===== src/design/per_class_box_nms_assert.svh =====
// assertion macros used by the back-end design file pcbn_back
`ifndef PER_CLASS_BOX_NMS_ASSERT_SVH
`define PER_CLASS_BOX_NMS_ASSERT_SVH
// implication checked every clock outside reset
`define PCBN_ASSERT_IMP(label, a, c) \
    label: assert property (@(posedge clk) disable iff (!rst_n) (a) |-> (c)) \
        else $error("assertion failed");
// implication checked in the cycle after the antecedent
`define PCBN_ASSERT_NEXT(label, a, c) \
    label: assert property (@(posedge clk) disable iff (!rst_n) (a) |=> (c)) \
        else $error("assertion failed");
`endif


===== src/design/pcbn_pkg.sv =====
// shared types and constants of the box suppression block
package pcbn_pkg;
    localparam int MaxBoxesDefault   = 32;
    localparam int NumClassesDefault = 80;
    localparam int CoordW = 20;
    localparam int ScoreW = 16;
    localparam int LabelW = 7;
    localparam int ThrW   = 16;
    localparam int DimW   = 14;
    localparam int CfgIdxW = 2;
    localparam logic [CfgIdxW-1:0] CFG_THR = 2'd0;
    localparam logic [CfgIdxW-1:0] CFG_FW  = 2'd1;
    localparam logic [CfgIdxW-1:0] CFG_FH  = 2'd2;
    localparam logic [ThrW-1:0] THR_RESET = 16'd29491;
    localparam logic [DimW-1:0] FW_RESET  = 14'd640;
    localparam logic [DimW-1:0] FH_RESET  = 14'd480;

    typedef struct packed {
        logic                     box_valid;
        logic signed [CoordW-1:0] x_min;
        logic signed [CoordW-1:0] y_min;
        logic signed [CoordW-1:0] x_max;
        logic signed [CoordW-1:0] y_max;
        logic [ScoreW-1:0]        score;
        logic [LabelW-1:0]        label;
        logic                     frame_last;
    } in_item_t;

    typedef struct packed {
        logic signed [CoordW-1:0] x_min;
        logic signed [CoordW-1:0] y_min;
        logic signed [CoordW-1:0] x_max;
        logic signed [CoordW-1:0] y_max;
        logic [ScoreW-1:0]        score;
        logic [LabelW-1:0]        label;
        logic                     frame_end;
        logic                     dropped;
    } out_item_t;

    // classified word passed from front to back
    typedef struct packed {
        logic                     store;
        logic                     drop;
        logic                     frame_last;
        logic signed [CoordW-1:0] x_min;
        logic signed [CoordW-1:0] y_min;
        logic signed [CoordW-1:0] x_max;
        logic signed [CoordW-1:0] y_max;
        logic [ScoreW-1:0]        score;
        logic [LabelW-1:0]        label;
    } cls_word_t;

    typedef enum logic [3:0] {
        ST_LOAD, ST_CLASS, ST_PICK, ST_SCAN, ST_RD, ST_M1, ST_M2, ST_CMP,
        ST_KEEP, ST_EMIT, ST_END
    } back_state_t;
endpackage


===== src/design/pcbn_front.sv =====
// input side: checks label range and drives the word queue
module pcbn_front #(
    parameter int NUM_CLASSES = pcbn_pkg::NumClassesDefault
) (
    input  logic                clk,
    input  logic                rst_n,
    input  logic                in_valid,
    output logic                in_ready,
    input  pcbn_pkg::in_item_t  in_item,
    output logic                q_valid,
    input  logic                q_ready,
    output pcbn_pkg::cls_word_t q_word
);
    import pcbn_pkg::*;
    localparam int Depth = 2;
    cls_word_t    mem_reg [Depth];
    logic         wp_reg, wp_next, rp_reg, rp_next;
    logic [1:0]   cnt_reg, cnt_next;
    cls_word_t    w;
    logic         push, pop, bad;

    always_comb
    begin
        bad = {1'b0, in_item.label} >= 8'(NUM_CLASSES);
        w.store = in_item.box_valid && !bad;
        w.drop  = in_item.box_valid && bad;
        w.frame_last = in_item.frame_last;
        w.x_min = in_item.x_min;
        w.y_min = in_item.y_min;
        w.x_max = in_item.x_max;
        w.y_max = in_item.y_max;
        w.score = in_item.score;
        w.label = in_item.label;
    end

    assign in_ready = cnt_reg != 2'(Depth);
    assign q_valid  = cnt_reg != 2'd0;
    assign q_word   = mem_reg[rp_reg];
    assign push = in_valid && in_ready;
    assign pop  = q_valid && q_ready;

    always_comb
    begin
        wp_next  = push ? ~wp_reg : wp_reg;
        rp_next  = pop ? ~rp_reg : rp_reg;
        cnt_next = cnt_reg + 2'(push) - 2'(pop);
    end

    always_ff @(posedge clk)
    begin
        if (push)
        begin
            mem_reg[wp_reg] <= w;
        end
    end

    always_ff @(posedge clk or negedge rst_n)
    begin
        if (!rst_n)
        begin
            wp_reg <= 1'b0;
            rp_reg <= 1'b0;
            cnt_reg <= 2'd0;
        end
        else
        begin
            wp_reg <= wp_next;
            rp_reg <= rp_next;
            cnt_reg <= cnt_next;
        end
    end
endmodule


===== config.mk =====
export PLATFORM = sky130hd
export DESIGN_NAME = pcbn_front
export DESIGN_NICKNAME = d
export VERILOG_FILES = /design/src/design/per_class_box_nms_assert.svh /design/src/design/pcbn_pkg.sv /design/src/design/pcbn_front.sv
export SDC_FILE = /design/constraint.sdc
export NUM_CORES = 1
export LEC_CHECK = 0
export ABC_CLOCK_PERIOD_IN_PS = 5810
export BUFFER_PORTS_ARGS = -buffer_cell sky130_fd_sc_hd__buf_2
export CAP_MARGIN = 20
export CORE_UTILIZATION = 47
export DETAILED_ROUTE_END_ITERATION = 6
export HOLD_SLACK_MARGIN = 0.03
export PLACE_DENSITY = 0.76
export SYNTH_ARGS = -nofsm -noshare
export SYNTH_HDL_FRONTEND = slang
export SYNTH_SLANG_ARGS = --single-unit

===== constraint.sdc =====
create_clock -name clk -period 5.81 [get_ports clk]
set_input_delay 1.162 -clock clk [delete_from_list [all_inputs] [get_ports clk]]
set_output_delay 1.162 -clock clk [all_outputs]
set_load 0.01 [all_outputs]

==> Word-level counts from Yosys, hierarchy flattened <==
Memory sizes are Yosys's and may differ from the RTL's.
Cells that the tools add are included.
{ "totals": {"register_bits": 4, "mem_bits_rw": 212, "in_bits": 109, "out_inout_bits": 108, "wordCells": 18, "n_memories": 1} }
{ "mem_list": {"columns": ["name", "depth", "word_bits", "read_ports", "rd_ports_with_merged_regs", "wr", "line", "source"], "rows": [
  ["mem_reg", 2, 106, 1, 0, 1, "pcbn_front.sv:16", "cls_word_t mem_reg [Depth];"]
]} }
{ "op_classes": {"add_sub_neg": 2, "n_lt_le_gt_ge": 1, "eq_ne": 1, "mux": 2, "bitwise": 2, "reduce_logical": 6} }
{ "ops": {"columns": ["op", "count"], "rows": [
  ["greater-or-equal comparator 7 bit, second input constant", 1],
  ["logical AND 1 bit", 4],
  ["adder 2 x 1 -> 2 bit", 1],
  ["2-to-1 mux 1 bit", 2],
  ["!= test 2 bit, second input constant", 1],
  ["inverter 1 bit", 2],
  ["nonzero test 2 bit", 1],
  ["subtractor 2 x 1 -> 2 bit", 1],
  ["zero test 1 bit", 1]
]} }

==> Longest topological paths before layout <==
{ "depth": {"ltp_word": 4, "depth_mapped": 7, "ltp_nobuf": 7} }

==> Least setup slack after synthesis <==
Ideal clock, no wire load.
{ "synth_path": {"path_type": "input to register", "from": "in in_valid", "to": "mem mem_reg[0][0] (netlist name), enable pin", "setup_time_ns": 0.572, "arrival_ns": 5.668, "t_required_ns": 5.238, "path_slack_ns": -0.430, "cell_stages": 2, "path_buffers": 0, "path_cell_list": "nand2_1 > nor2_1"} }
{ "synth_via": {"elab_chain_len": 3} }
{ "synth_lines": {"columns": ["item", "line", "source"], "rows": [
  ["from (decl)", "pcbn_front.sv:7", "input logic in_valid,"],
  ["logical AND 1 bit", "pcbn_front.sv:39", "assign push = in_valid && in_ready;"],
  ["2-to-1 mux 1 bit", "pcbn_front.sv:51", "if (push)"],
  ["2-to-1 mux 1 bit (not written as such)", "pcbn_front.sv:53", "mem_reg[wp_reg] <= w;"],
  ["to (decl)", "pcbn_front.sv:16", null]
]} }
Every way passes these cells.

==> results.json <==
{
  "cts_htree_levels": 1,
  "max-vdd-ir-drop_mv": 0.461,
  "syn-cell-area_sq_um": 7980,
  "wl_per_cell_microns": 17.1,
  "reg2reg_setup_slack_ps": 3430,
  "rows": 47,
  "via_per_inst": 4.90,
  "synth_nets": 462,
  "cts_resized": 0,
  "finalNonFillerCells": 819,
  "synth-main-ff-cell": "edfxtp_1",
  "drc": 0,
  "clk_pin_slew_ps": 60,
  "design.final.nets": 695,
  "start_kind": "register",
  "synth_cell_types": 17,
  "syn_avg_cell_area_sq_um": 22.7,
  "r2r_cells": 3,
  "io_buffers": 216,
  "overflow": 0,
  "cts_tree": "done",
  "first_pass_iters": 4,
  "hpwl_mm": 9.29,
  "synth-seq-area-share_pct": 81.0,
  "largest_register_ffs": 212,
  "cts_buffers": 22,
  "leakagePower_uw": 0.00383,
  "antenna_left": 0,
  "endpoint_kind": "output port",
  "fmax_ghz": 0.284,
  "yosysWarnings": 0,
  "die_h_microns": 132,
  "syn_inst": 351,
  "crit_start": "rp_reg",
  "clkPwrFrac_pct": 26.6,
  "drive_gt1_share_pct": 60.4,
  "fin_area_sq_um": 10000,
  "pwr-share-seq_pct": 44.5,
  "slew_headroom_pct": 49.5,
  "grt_pass1_wl_mm": 21.8,
  "totalPowerFinal_uw": 5060,
  "cp.arrival_ps": 2360,
  "grt_max_degree": 57,
  "combinationalPowerShare_pct": 28.9,
  "clk_latency_ps": 490,
  "drtIter0Drc": 174,
  "status": "complete, no violations",
  "hold_class": "in2async",
  "fin_tns_setup_ps": 0,
  "crit_fanout": 47,
  "p_sw_uw": 1420,
  "setup_viol": 0,
  "ios": 217,
  "die_w_microns": 132,
  "crit_type": "reg2out",
  "p_per_area_nw_per_um2": 506,
  "fin_crit_sh_pct": 60.6,
  "ys_ff_latch": 216,
  "clock_path_buffers": 3,
  "slew_viol_final": 0,
  "power.internal_uw": 3640,
  "rsz0062_at_grt": "no",
  "post_cts_buffers": 0,
  "die_area_sq_um": 17500,
  "antenna_found_initial": 1,
  "areaGrowthSynthToFinish_pct": 25.4,
  "grt_pass1_vias": 4411,
  "crit-reg2reg-launch": "cnt_reg[1]",
  "critPathRequiredTime_ps": 4650,
  "gp_congestion": 0.718,
  "swShare_pct": 28.0,
  "hold_buffers": 0,
  "core_area_sq_um": 16600,
  "final-hold-violation-count": 0,
  "vias": 4010,
  "period_needed_ps": 3520,
  "maxCapViolCount": 0,
  "ys_async_sr_fraction_pct": 1.85,
  "clkSinkCount": 216,
  "drt_wl_total_mm": 14.0,
  "synth_edf_count": 212,
  "reg2reg_to": "mem_reg[1][100]",
  "finClkSkew_ps": 14.9,
  "grt_util_all_layers_pct": 15.8,
  "tightest_slew_ps": 757,
  "placed_cell_area_sq_um": 9300,
  "clockRootBuffer": "clkbuf_16",
  "dp.cells": 780,
  "initial_core_util_pct": 48.1
}
==> critical path: stages (launching register included) <==
cell     delay [ps]
dfrtp_4         660
buf_4           580
mux2_2          420
buf_2           140
==> stage by stage <==
stage                     util [%]  hold slack, ps  setup slack, ps
after floorplan                  -             479             1360
after global placement        56.1             494             2770
after detailed placement      56.1             517             2710
after CTS                     60.3             455             2260
after global routing          60.3             453             2170
final                         60.3             475             2290
==> worst max-delay path by stage <==
stage                 endpoint  cells past startpoint
5_1_grt             q_word[47]                      3
4_1_cts             q_word[47]                      3
2_1_floorplan    mem_reg[0][0]                      2
3_3_place_gp   mem_reg[1][102]                      3
3_5_place_dp   mem_reg[1][102]                      3
6_report            q_word[47]                      3
==> cells in the final DEF, fill, tap and decap left out, drive strengths merged, types with 2 or more instances in the layout <==
cell type  instances
buf              221
edfxtp           212
mux2             106
clkbuf            31
clkinv             5
dfrtp              4
xnor2              3
and2               2
inv                2
ha                 2
nor2               2
==> Yosys cell counts (2+ instances only) <==
library cell	number	share of area (%)
edfxtp_1	212	80
mux2_2	76	11
mux2_4	30	5.6
buf_2	7	0.44
buf_6	5	0.71
dfrtp_1	4	1.3
xnor2_1	3	0.33
and2_1	2	0.16
ha_1	2	0.31
inv_1	2	0.094
nor2_1	2	0.094
==> per-layer routing <==
layer / routed length, microns / vias to the layer above / global-route usage, %
met2: 7000 / 159 / 27.6
met1: 5510 / 1967 / 18.5
met5: 0 / - / 0
li1: - / 1858 / -
met3: 1190 / 26 / 5.15
met4: 315 / 0 / 5.24
==> cells by family after synthesis <==
logic type	Yosys count	share of synthesized area, %
multiplexers	106	16.4
flip-flops	216	81.0
XOR/XNOR	4	0.439
AND/OR/NAND/NOR	8	0.533
adder cells (fa/ha/maj)	2	0.314
buffers and inverters	14	1.24
AO/OA/AOI/OAI	1	0.0627
==> cell type report <==
cell class,instances,area (sq um)
diodes,1,2.50
clock buffers,31,646
multi-input cells,121,1430
flip-flops and latches,216,6470
inverters,2,7.51
repair buffers,221,1120
well taps,220,275
clock inverters,7,57.6
fillers,1239,6580
==> power groups by stage <==
stage	Combinational [uW]	Sequential [uW]	Clock, uW
6_report	1460	2250	1340
3_3_place_gp	1450	2260	0
3_5_place_dp	1480	2290	0
4_1_cts	1490	2260	1380
5_1_grt	1560	2290	1440
2_1_floorplan	1020	2250	0
Note: power is estimated with default switching activity, not from simulation.
